$ cat src/hw/rtl/atb_ram.sv
// Generic single-port-write, single-port-read RAM with registered read data.
// Standalone; used for every store of the alias table builder.
`default_nettype none
module atb_ram #(
  parameter int WIDTH = 8,
  parameter int DEPTH = 64,
  localparam int AW   = (DEPTH > 1) ? $clog2(DEPTH) : 1
) (
  input  wire logic             clk,
  input  wire logic             we,
  input  wire logic [AW-1:0]    waddr,
  input  wire logic [WIDTH-1:0] wdata,
  input  wire logic [AW-1:0]    raddr,
  output logic      [WIDTH-1:0] rdata
);
  logic [WIDTH-1:0] mem_r [DEPTH];

  // Write and registered read; reading the address being written returns the old data.
  always_ff @(posedge clk) begin
    if (we) begin
      mem_r[waddr] <= wdata;
    end
    rdata <= mem_r[raddr];
  end
endmodule
`default_nettype wire

$ cat config.mk
export PLATFORM = sky130hd
export DESIGN_NAME = atb_ram
export DESIGN_NICKNAME = d
export VERILOG_FILES = /design/src/hw/rtl/atb_ram.sv
export SDC_FILE = /design/constraint.sdc
export NUM_CORES = 1
export LEC_CHECK = 0
export BUFFER_PORTS_ARGS = -buffer_cell sky130_fd_sc_hd__buf_2
export CAP_MARGIN = 40
export CORE_UTILIZATION = 54
export DETAILED_ROUTE_END_ITERATION = 10
export GPL_ROUTABILITY_DRIVEN = 0
export PLACE_DENSITY = 0.72
export SKIP_LAST_GASP = 1
export SLEW_MARGIN = 20
export SYNTH_ARGS = -nofsm -noshare
export SYNTH_HDL_FRONTEND = slang
export SYNTH_SLANG_ARGS = --single-unit
$ cat constraint.sdc
create_clock -name clk -period 2.9 [get_ports clk]
set_clock_uncertainty 0.05 [all_clocks]
set_input_delay 0.435 -clock clk [delete_from_list [all_inputs] [get_ports clk]]
set_output_delay 0.435 -clock clk [all_outputs]
set_load 0.005 [all_outputs]
==> summary.txt <==
PortBufs: 29
final worst path period share: 77.92%
Syn Nets: 962
Yosys Warn Count: 0
H-tree depth: 2
#FFs+latches synth: 520
Post-CTS Setup Inserts: 0
critical path endpoint category: flip-flop
Total GRT Usage: 24.22%
Reg2Reg Setup Slack: 0.64 ns
TritonCTS clock tree: yes
row cnt: 70
# clock sinks: 520
met1 WL: 18,270 um
WP data arrival: 2.64 ns
highest metal used: met4
CP Data Required Time: 3.28 ns
IR drop worst, VDD: 0.0004209 V
Post-Route WL: 44,490 um
commonest cells after routing, fill and taps aside: 512 x edfxtp_1, 126 x mux4_2, 100 x buf_4
Final Hold Fails: 0
Critical Path Fanout Max: 1
Die W: 195.3 um
Remaining DRCs: 0
Async SR Flop Fraction: 0%
Final HPWL DP: 27,990 um
R2R cell count: 5
vias: 10.01k
die area: 0.03812 mm^2
worst reg2reg startpoint: mem_r[16][4]$_DFFE_PP_
share of layout cells above drive strength 1: 31.04%
Rel. slew slack: 48.98%
Layout Utilization: 63.09%
# setup viols final: 0
mapped cell area: 0.02017 mm^2
worst r2r dst: rdata[4]$_DFF_P_
Fin Setup TNS: 0 ns
main flop type after synthesis: edfxtp_1
Post-CTS Resized: 0
Top-Level Pins: 30
maxcap violations: 0
slew of the pin with the lowest slew margin: 0.7652 ns
WL per Instance: 28.05 um
Post-Synthesis Cells: 940
Inserted Diodes: 0
Area Growth Syn to Fin: 14.80%
worst setup path endpoint: rdata[4]$_DFF_P_
Worst setup SP type: flip-flop
initial DRC count: 1,141
run status: completed
worst setup path start: mem_r[16][4]$_DFFE_PP_
RSZ-0062 raised after global routing: false
initial antenna violation count: 0
starting density of the core: 54.95%
Bufs on Longest Clock Path: 3
first-pass GRT wire length: 66,320 um
Synth Area per Inst: 21.45 um^2
f_max: 0.4425 GHz
Slew Viols, Final: 0
commonest non-fill, non-tap cell in the layout: edfxtp_1
Seq/Total Area, Yosys: 77.03%
Netlist cell types: 40
fin nets: 1,101
root buf cell: clkbuf_16
vias in the first global route: 10.07k
fin crit period: 2.260 ns
GRT Residual Overflow: 0
core area: 0.03670 mm^2
drt pass-1 iters: 5
met3 WL: 3572 um
worst skew pair latency: 0.58 ns
final antenna-violating net count: 0
Hold Buf Count CTS: 0
total power: 15.46 mW
largest net degree at the start of global routing: 65
clock-pin slew on the worst setup and hold paths: 0.06 ns
met2 WL: 21,290 um
Leak Pwr: 7.470 nW
Via-to-Cell Ratio: 6.309
filler cell count in the final layout: 2,397
hold crit path type: primary input to flip-flop
CTS buffer count: 50
number of flops mapped to enable cells by yosys: 512
Die Span Y: 195.3 um
Fin Hold WS: 0.09792 ns
Setup CP Type: flip-flop to flip-flop
Pwr per Cell Area: 667.9 mW/mm^2
cell families after synthesis:
| logic type | share of synthesized area (%) |
|---|---|
| DFF | 77.03 |
| muxes | 15.94 |
| and+or+nand+nor | 3.387 |
| AOI/OAI and AO/OA | 2.072 |
| buffers and inverters | 1.570 |
how the worst min path moves through the flow:
stage                        start                      to  slack [ns]  cells past startpoint
final                     wdata[5]  mem_r[50][5]$_DFFE_PP_         0.1                      1
after global routing      wdata[5]  mem_r[51][5]$_DFFE_PP_        0.10                      1
after CTS                 wdata[5]  mem_r[50][5]$_DFFE_PP_        0.09                      1
after detailed placement  wdata[5]  mem_r[51][5]$_DFFE_PP_        0.68                      1
after global placement    wdata[5]  mem_r[48][5]$_DFFE_PP_        0.66                      1
after floorplan           wdata[0]   mem_r[0][0]$_DFFE_PP_        0.48                      0
cells in the mapped netlist, types with 6 or more instances:
library cell | number | share of area [%]
edfxtp_1 | 512 | 76
mux4_2 | 126 | 14
nor2_1 | 83 | 1.5
mux2i_1 | 23 | 1.1
nand2_1 | 19 | 0.35
clkbuf_1 | 17 | 0.32
nor2b_1 | 14 | 0.43
buf_4 | 13 | 0.48
mux2_2 | 13 | 0.73
nand3_1 | 13 | 0.32
buf_2 | 11 | 0.27
dfxtp_1 | 8 | 0.79
o221ai_1 | 8 | 0.35
o22ai_1 | 8 | 0.25
nand2b_1 | 7 | 0.22
nor3_1 | 7 | 0.17
a221oi_1 | 6 | 0.26
flip-flops by register name, summed over array words and instances (netlist names):
register,flops
mem_r,512
rdata,8
worst max-delay path, stage by stage, from the launching register on:
cell      delay (ns)
edfxtp_1        0.38
mux4_2          0.47
mux2_2          0.31
o221a_2         0.28
nor3_1          0.47
o32ai_1         0.16
area by class of cell:
type                            instances  area, um^2  area share, %
Tap cell                              468       585.6          2.529
Clock buffer                           64        1368          5.907
Timing Repair Buffer                  138        1122          4.848
Sequential cell                       520       15530          67.10
Clock inverter                         27       225.2         0.9728
Multi-Input combinational cell        369        4315          18.64
where the power goes:
part           internal (mW)  total [mW]  switching, mW  leakage, nW
combinational          0.327       0.809          0.482         2.02
clock                   3.67        6.31           2.64        0.777
sequential              8.32        8.34         0.0278         4.67
per-stage QoR:
stage,instance area (um^2),setup WS (ns),std cells
floorplan,20170,0.7473,940
global placement,21520,0.09214,1493
detailed placement,21550,0.1371,1494
CTS,23140,0.6503,1585
global route,23150,0.5858,1586
finish,23150,0.6403,1586
routing by layer:
metal / vias to the layer above / GRT usage, %
met2: 469 / 37.29
met4: 0 / 8.632
met5: - / 0
li1: 4206 / -
met1: 5255 / 35.45
met3: 76 / 4.231
(Power assumes the default switching activity.)
