## config.mk

```make
export PLATFORM = sky130hd
export DESIGN_NAME = atb_div
export DESIGN_NICKNAME = d
export VERILOG_FILES = /design/src/hw/rtl/atb_pkg.sv /design/src/hw/rtl/atb_div.sv
export SDC_FILE = /design/constraint.sdc
export NUM_CORES = 1
export LEC_CHECK = 0
export ABC_AREA = 1
export BUFFER_PORTS_ARGS = -buffer_cell sky130_fd_sc_hd__clkbuf_2
export CAP_MARGIN = 20
export CORE_MARGIN = 2
export CORE_UTILIZATION = 55
export CTS_BUF_LIST = sky130_fd_sc_hd__clkbuf_16
export DETAILED_ROUTE_END_ITERATION = 7
export PLACE_DENSITY = 0.76
export SLEW_MARGIN = 20
export SYNTH_ARGS = -nofsm -noshare
export SYNTH_HDL_FRONTEND = slang
export SYNTH_SLANG_ARGS = --single-unit
```

## constraint.sdc

```tcl
create_clock -name clk -period 2.6 [get_ports clk]
set_input_delay 0 -clock clk [delete_from_list [all_inputs] [get_ports clk]]
set_output_delay 0 -clock clk [all_outputs]
set_load 0.05 [all_outputs]
```

## src/hw/rtl/atb_pkg.sv

```systemverilog
// Package for the alias table builder: item types, fixed field widths and
// the request type of the shared divider. Used by atb_div and alias_table_builder.
`default_nettype none
package atb_pkg;

  // Sanitized weight, weight sum and divider numerator widths.
  localparam int WGT_W = 31;
  localparam int SUM_W = 37;
  localparam int NUM_W = 38;

  // Widths of the result fields as they appear on the port.
  localparam int IDX_W  = 6;
  localparam int FRAC_W = 25;

  typedef struct packed {
    logic signed [31:0] weight;
    logic               not_finite;
    logic               last_weight;
  } atb_in_t;

  typedef struct packed {
    logic [IDX_W-1:0]  entry_index;
    logic [FRAC_W-1:0] pmf_value;
    logic [FRAC_W-1:0] keep_probability;
    logic [IDX_W-1:0]  alias_index;
    logic [SUM_W-1:0]  total_weight;
    logic              uniform_fallback;
    logic              overflow;
    logic              last_entry;
  } atb_out_t;

  // Request to the divider: start pulse, numerator and divisor.
  typedef struct packed {
    logic             start;
    logic [NUM_W-1:0] num;
    logic [SUM_W-1:0] den;
  } atb_div_req_t;

endpackage
`default_nettype wire

```

## src/hw/rtl/atb_div.sv

```systemverilog
// Bit-serial restoring divider: floor(num * 2^FRACTION_BITS / den).
// Depends on atb_pkg for the request type and operand widths.
`default_nettype none
module atb_div #(
  parameter int FRACTION_BITS = 24,
  parameter int QW            = 31
) (
  input  wire logic                 clk,
  input  wire logic                 rst_n,
  input  wire atb_pkg::atb_div_req_t req,
  output logic                      done,
  output logic [QW-1:0]             quot
);
  localparam int STEPS = atb_pkg::NUM_W + FRACTION_BITS;
  localparam int CNT_W = $clog2(STEPS + 1);

  logic                        busy_r, busy_nxt;
  logic                        done_r, done_nxt;
  logic [CNT_W-1:0]            cnt_r, cnt_nxt;
  logic [atb_pkg::SUM_W-1:0]   rem_r, rem_nxt;
  logic [atb_pkg::SUM_W-1:0]   den_r, den_nxt;
  logic [atb_pkg::NUM_W-1:0]   num_r, num_nxt;
  logic [QW-1:0]               q_r, q_nxt;
  logic [atb_pkg::SUM_W:0]     trial;
  logic [atb_pkg::SUM_W:0]     diff;
  logic                        ge;

  // One quotient bit per cycle; zeros are shifted in after the numerator.
  always_comb begin
    trial    = {rem_r, num_r[atb_pkg::NUM_W-1]};
    diff     = trial - {1'b0, den_r};
    ge       = trial >= {1'b0, den_r};
    busy_nxt = busy_r;
    done_nxt = 1'b0;
    cnt_nxt  = cnt_r;
    rem_nxt  = rem_r;
    den_nxt  = den_r;
    num_nxt  = num_r;
    q_nxt    = q_r;
    if (req.start) begin
      busy_nxt = 1'b1;
      cnt_nxt  = CNT_W'(STEPS);
      rem_nxt  = '0;
      den_nxt  = req.den;
      num_nxt  = req.num;
      q_nxt    = '0;
    end else if (busy_r) begin
      rem_nxt = ge ? diff[atb_pkg::SUM_W-1:0] : trial[atb_pkg::SUM_W-1:0];
      num_nxt = {num_r[atb_pkg::NUM_W-2:0], 1'b0};
      q_nxt   = {q_r[QW-2:0], ge};
      cnt_nxt = cnt_r - CNT_W'(1);
      if (cnt_r == CNT_W'(1)) begin
        busy_nxt = 1'b0;
        done_nxt = 1'b1;
      end
    end
  end

  // Busy and done are reset; the step counter, operands and quotient are not.
  always_ff @(posedge clk) begin
    cnt_r <= cnt_nxt;
    rem_r <= rem_nxt;
    den_r <= den_nxt;
    num_r <= num_nxt;
    q_r   <= q_nxt;
    if (!rst_n) begin
      busy_r <= 1'b0;
      done_r <= 1'b0;
    end else begin
      busy_r <= busy_nxt;
      done_r <= done_nxt;
    end
  end

  assign done = done_r;
  assign quot = q_r;
endmodule
`default_nettype wire

```

==> reports/results.ini, run 1 <==
[drt]
antenna_violating_nets_post_route = 0
wl_um = 24060
drt-wirelength-per-cell_um = 14.87
avgViaCountPerCell = 5.164
drc = 0
detailedRoute.firstIterationViolations = 637
route.vias.total = 8355
dr_pass1_iterations = 7

[yosys]
synth-seq-cells = 151
number_of_enable_flip_flop_cells_after_synthesis = 75
synth_area_leader_cell = edfxtp_1
synth.yosys.seq_area_share_pct = 43.60
syn_avg_cell_area_um2 = 7.200
synthesis.nets = 1320
synth_top_area_share_pct = 26.02
synth.distinct_cells = 35
synth.top_cells.by_area = edfxtp_1, nand2_1, dfxtp_1
synth_warnings = 0
post-synth-top-count-cell = nand2_1
yosys-top-cells-count = nand2_1, inv_1, nand3_1
postSynth.asyncResetShare_pct = 0
most_frequently_used_flop_master_after_synthesis = dfxtp_1
count_of_mapped_cells_out_of_synthesis = 1202
syn-cell-area_um2 = 8655

[timing]
achievable_freq_mhz = 412.0
slew_headroom_pct = 48.83
unrepaired_setup_endpoints_after_global_routing = false
fin_setup_tns_ns = 0
final.min_clock_period_ns = 2.427
clock-skew-final_ns = 0.01035
whs_ns = 0.06787
setup_viol = 0
final.period_utilization_pct = 93.35
postLayoutSetupSlackWorst_ns = 0.1729
fin_max_slew_vios = 0
final_hold_violating_endpoints = 0
timing_worst_slew_pin_value_ns = 0.7667

[worst_setup_path]
cp_slowest_cell = fa_1
rrSetupSlack_ns = 0.17
cp_data_required_time_ns = 2.91
largest_incremental_delay_on_the_critical_path_ns = 0.46
critical_path.max_fanout = 17
timing.critical_path.cells = inv_1, ha_1, inv_1, fa_1, nand2_1, nand3_2, nand2_1, nand2_2, nand2_2, nand2_2, nand2_4, buf_4, nand3_1, nand3_1, o21ai_1
worst_r2r_path_depth = 15
worstReg2RegEnd = rem_r[6]
regToRegStartpoint = num_r[37]
setup.worst_path.class = reg -> reg
critical_path.most_common_cell = nand2_2
setup.worst_path.start_class = register
worst-endpoint-arrival_ns = 2.74
timing.critical_path.to_type = register

[pwr]
total_power_uw = 5641
ir_worst_vdd_uv = 459.3
power-per-cell-area_nw_per_um2 = 523.1
leakage_uw = 0.005576

[grt]
gr-total-overflow = 0
antenna_found_initial = 1
global_route.usage.total_pct = 29.64
grt_pass1_wl_um = 38740
grt_pass1_vias = 8196
maximum_number_of_pins_on_one_net_before_global_route_repair = 67

[floorplan]
die_h_um = 129.4
core.rowCount = 45
floorplan.die.width_um = 129.4
design.core.area_um2 = 15310
floorplan.initialDensity_pct = 56.51
ioPinCount = 110
floorplan.die_area_um2 = 16750

[clock_tree]
count_of_clock_tree_sinks = 151
tritoncts = done
clk_transition_reported_paths_ns = 0.07
clock_path_buffers = 2
h-tree-depth = 4
cts_root_buf = clkbuf_16
cts_made_buffers = 17
insertion_delay_ns = 0.43

[place]
post_dp_cell_area_um2 = 9474
place.port_buffers = 109
routabilityCongestion = 1.012
dpl.hpwl_um = 16610
dpl_worst_slack_ns = 0.2078

[final_layout]
drive_above_1_share_pct = 12.66
area_growth_syn_to_layout_pct = 24.62
number_of_nets_in_the_layout = 1511
final_design_area_no_fill_um2 = 10790

[worst_hold_path]
min_from = req[75]
hold_end = cnt_r[0]
hold_path_class = in -> reg
min_path_cells = 3

[run]
max-cap-violations = 0

[status]
status = finished, final reports clean

==> kinds of logic (layout without fill, tap and decap cells) <==
family                   Yosys count  after routing  synth area share (%)
adder cells (fa/ha/maj)           40             40                 5.870
flip-flops                       151            151                 43.60
AO/OA/AOI/OAI                     99             99                 6.390
AND/OR/NAND/NOR                  653            653                 31.27
buffers and inverters            240            444                 10.94
XOR/XNOR                          19             19                 1.923
other                              0              1                     0
==> where the power goes <==
group          switching, uW  internal, uW
Clock                   1080          1250
Combinational            379           263
Sequential              36.7          2630
==> timing repair <==
item	CTS	global route
hold buffers	76	0
hold endpoints to repair	77	0
resized for setup	0	0
buffers inserted	0	0
==> metal layers <==
layer | track usage (%) | wire length [um]
met1 | 37.25 | 10130
met2 | 50.99 | 11570
met3 | 5.615 | 1687
met4 | 11.01 | 673
met5 | 0 | 0
==> how the worst max path moves through the flow <==
stage | slack [ns] | end | cells past startpoint | start
after floorplan | 0.36 | num_r[0] | 3 | busy_r
after global placement | 0.31 | rem_r[23] | 14 | den_r[16]
after detailed placement | 0.21 | rem_r[0] | 15 | num_r[37]
after CTS | 0.21 | rem_r[11] | 17 | num_r[37]
after global routing | 0.02 | rem_r[0] | 15 | num_r[37]
final | 0.17 | rem_r[6] | 15 | num_r[37]
==> worst max-delay path, delay by kind of cell (launching register included) <==
kind / cells / cell delay (ns)
compound gates: 1 / 0.08
fa+ha+maj: 2 / 0.59
buf+inv: 3 / 0.42
flops: 1 / 0.36
simple gates: 9 / 0.86
==> metrics by stage <==
stage	std cells	utilization [%]
2_1_floorplan	1202	-
3_3_place_gp	1509	61.86
3_5_place_dp	1509	61.86
4_1_cts	1617	70.41
5_1_grt	1617	70.41
6_report	1618	70.42
==> flip-flops by register name, summed over array words and instances (netlist names) <==
register,flops
cnt_r,6
den_r,37
done,1
quot,31
num_r,38
busy_r,1
rem_r,37
==> cell usage in the layout (no fill, tap or decap), types with 2 or more instances in the layout <==
master / n
buf_4: 18
clkinv_4: 4
nand3b_1: 13
inv_1: 204
buf_12: 2
a21oi_1: 34
dlygate4sd3_1: 76
inv_6: 2
dfxtp_1: 76
o22ai_1: 29
nor2_2: 3
nor3_1: 6
clkbuf_16: 17
nor3_2: 2
o21ai_0: 18
o21ai_1: 10
nor2_1: 62
xnor2_1: 13
nand4_1: 8
ha_1: 39
xor2_1: 6
nand2_1: 457
a21o_1: 3
o21bai_1: 2
inv_8: 2
nand3_1: 92
edfxtp_1: 75
clkbuf_2: 108
inv_2: 5
nand2_2: 5
inv_4: 3
==> layout make-up <==
type / instances / area, um2
clock inverter: 15 / 122.6
sequential: 151 / 3774
fill: 1290 / 4529
multi-input combinational: 811 / 3939
antenna: 1 / 2.502
timing repair buffer: 205 / 1481
clock buffer: 17 / 425.4
inverter: 207 / 777.0
tap: 211 / 264.0
Power figures use the tool's default switching activity.
==> run 2: changes to the inputs <==
MAX_ROUTING_LAYER = met4   (was unset)
==> run 2 against run 1 <==
  * Non-clock buffer count increased by 2
  * Utilization increased by 0.59 points
  * Sequential power about the same
  * Worst hold slack improved by 0.084 ns
  * Clock skew increased by 0.0029 ns
  * Critical path type unchanged
==> reports/results.ini, run 2 (same netlist as run 1, synthesis figures left out) <==
[worst_setup_path]
timing.critical_path.max_delay_family = simple AND/OR/NAND/NOR gates
timing.critical_path.to_type = register
cp_slowest_cell = fa_2
cp_data_required_time_ns = 2.93
worst-endpoint-arrival_ns = 2.74
cp_bufs_invs = 3
critical_path.max_fanout = 16
setup.worst_path.start_class = register
critical_path.most_common_cell = nand2_1
timing.critical_path.cells = inv_1, ha_1, inv_1, fa_2, nand2_1, nand3_2, nand2_1, nand2_2, nand2_2, nand2_2, nand2_8, nand2_8, buf_12, nand2_1, nand2_1, nand2_1, nand2_1
largest_incremental_delay_on_the_critical_path_ns = 0.38
setup.worst_path.class = reg -> reg

[floorplan]
floorplan.die_area_um2 = 16750
ioPinCount = 110
floorplan.initialDensity_pct = 56.51
core.rowCount = 45
floorplan.die.width_um = 129.4
design.core.area_um2 = 15310
die_h_um = 129.4

[grt]
maximum_number_of_pins_on_one_net_before_global_route_repair = 75
grt_pass1_vias = 7959
grt_pass1_wl_um = 38440
gr-total-overflow = 0
global_route.usage.total_pct = 30.41
antenna_found_initial = 0

[timing]
achievable_freq_mhz = 413.6
whs_ns = 0.1517
final.min_clock_period_ns = 2.418
slew_headroom_pct = 58.00
final_hold_violating_endpoints = 0
unrepaired_setup_endpoints_after_global_routing = false
clock-skew-final_ns = 0.01328
final.period_utilization_pct = 92.98
fin_max_slew_vios = 0
timing_worst_slew_pin_value_ns = 0.6290
fin_setup_tns_ns = 0
setup_viol = 0

[pwr]
total_switching_power_uw = 1603
p_clk_share_pct = 42.9
internal-power_uw = 4200
power-per-cell-area_nw_per_um2 = 533.6
comb_power_share_pct = 11.1
ir_worst_vdd_uv = 513.0
switching_share_pct = 27.62
p_seq_share_pct = 46.0
leakage_uw = 0.005595

[final_layout]
final_design_area_no_fill_um2 = 10880
number_of_nets_in_the_layout = 1513
largest_register_ffs = 38
inserted_diodes = 0
layout_common_cells = nand2_1, inv_1, clkbuf_2
layout_top_registers = num_r x38, den_r x37, rem_r x37
area_growth_syn_to_layout_pct = 25.66
layout.cells.non_filler = 1619
most_frequent_standard_cell_in_the_layout_excluding_fill_and_tap_cells = nand2_1
drive_above_1_share_pct = 12.93
top_register = num_r

[drt]
drt-wirelength-per-cell_um = 14.85
wl_um = 24040
detailedRoute.firstIterationViolations = 565
route.vias.total = 8263
drc = 0
dr_pass1_iterations = 6
avgViaCountPerCell = 5.104
antenna_violating_nets_post_route = 0

[clock_tree]
clk_transition_reported_paths_ns = 0.07
count_of_clock_tree_sinks = 151
h-tree-depth = 4
cts_setup_buffers = 0
insertion_delay_ns = 0.44
tritoncts = done
cts_made_buffers = 17
cts_root_buf = clkbuf_16
clock_path_buffers = 2

[place]
placed_cells_incl_taps = 1511
post_dp_cell_area_um2 = 9502
dpl.hpwl_um = 16320
place.port_buffers = 109
routabilityCongestion = 1.021

[run]
max-cap-violations = 0

[worst_hold_path]
hold_path_class = in -> reg

[status]
status = finished, final reports clean

run 2: layout make-up:
type	count	area, um2
timing repair buffer	207	1509
sequential	151	3774
inverter	207	777.0
clock inverter	15	176.4
tap	211	264.0
fill	1238	4439
multi-input combinational	811	3950
clock buffer	17	425.4
run 2: what timing repair did:
item,CTS,global route
setup endpoints to repair,0,26
hold buffers,76,0
gates resized for setup,0,2
endpoints found under the hold margin,77,0
run 2: path summary, 6_finish.rpt:
path | startpoint | end | slack [ns] | cells past startpoint
worst max-delay path | num_r[37] | rem_r[11] | 0.18 | 17
worst min-delay path | req[75] | rem_r[13] | 0.15 | 5
worst max register to register | num_r[37] | rem_r[11] | 0.18 | 17
worst min register to register | rem_r[13] | rem_r[13] | 0.48 | 2
run 2: worst register-to-register path: cells and delay by family, from the launching register on:
| family | cells | cell delay (ns) |
|---|---|---|
| flip-flops | 1 | 0.37 |
| buffers and inverters | 3 | 0.33 |
| adder cells (fa/ha/maj) | 2 | 0.52 |
| AND/OR/NAND/NOR | 12 | 1.08 |
run 2: per-stage QoR:
stage	utilization (%)	total power, uW	worst slack, ns
3_3_place_gp	62.04	3240	0.2509
6_report	71.01	5803	0.1825
4_1_cts	70.94	5789	0.08152
3_5_place_dp	62.04	3247	0.1472
2_1_floorplan	-	3046	0.3627
5_1_grt	71.01	6008	0.02075
run 2: power by group through the flow:
| stage | combinational (uW) | clock [uW] | sequential, uW |
|---|---|---|---|
| after detailed placement | 528 | 0 | 2720 |
| after global routing | 709 | 2620 | 2680 |
| after floorplan | 337 | 0 | 2710 |
| after CTS | 622 | 2500 | 2670 |
| final | 646 | 2490 | 2670 |
| after global placement | 527 | 0 | 2710 |
run 2: per-layer routing:
metal | part of all wire, % | vias up | wire (um) | track usage, %
met4 | 2.0 | 0 | 472 | 9.298
li1 | - | 4176 | - | -
met5 | 0 | - | 0 | -
met3 | 6.5 | 44 | 1551 | 5.409
met2 | 48 | 311 | 11570 | 50.62
met1 | 43 | 3732 | 10450 | 38.00
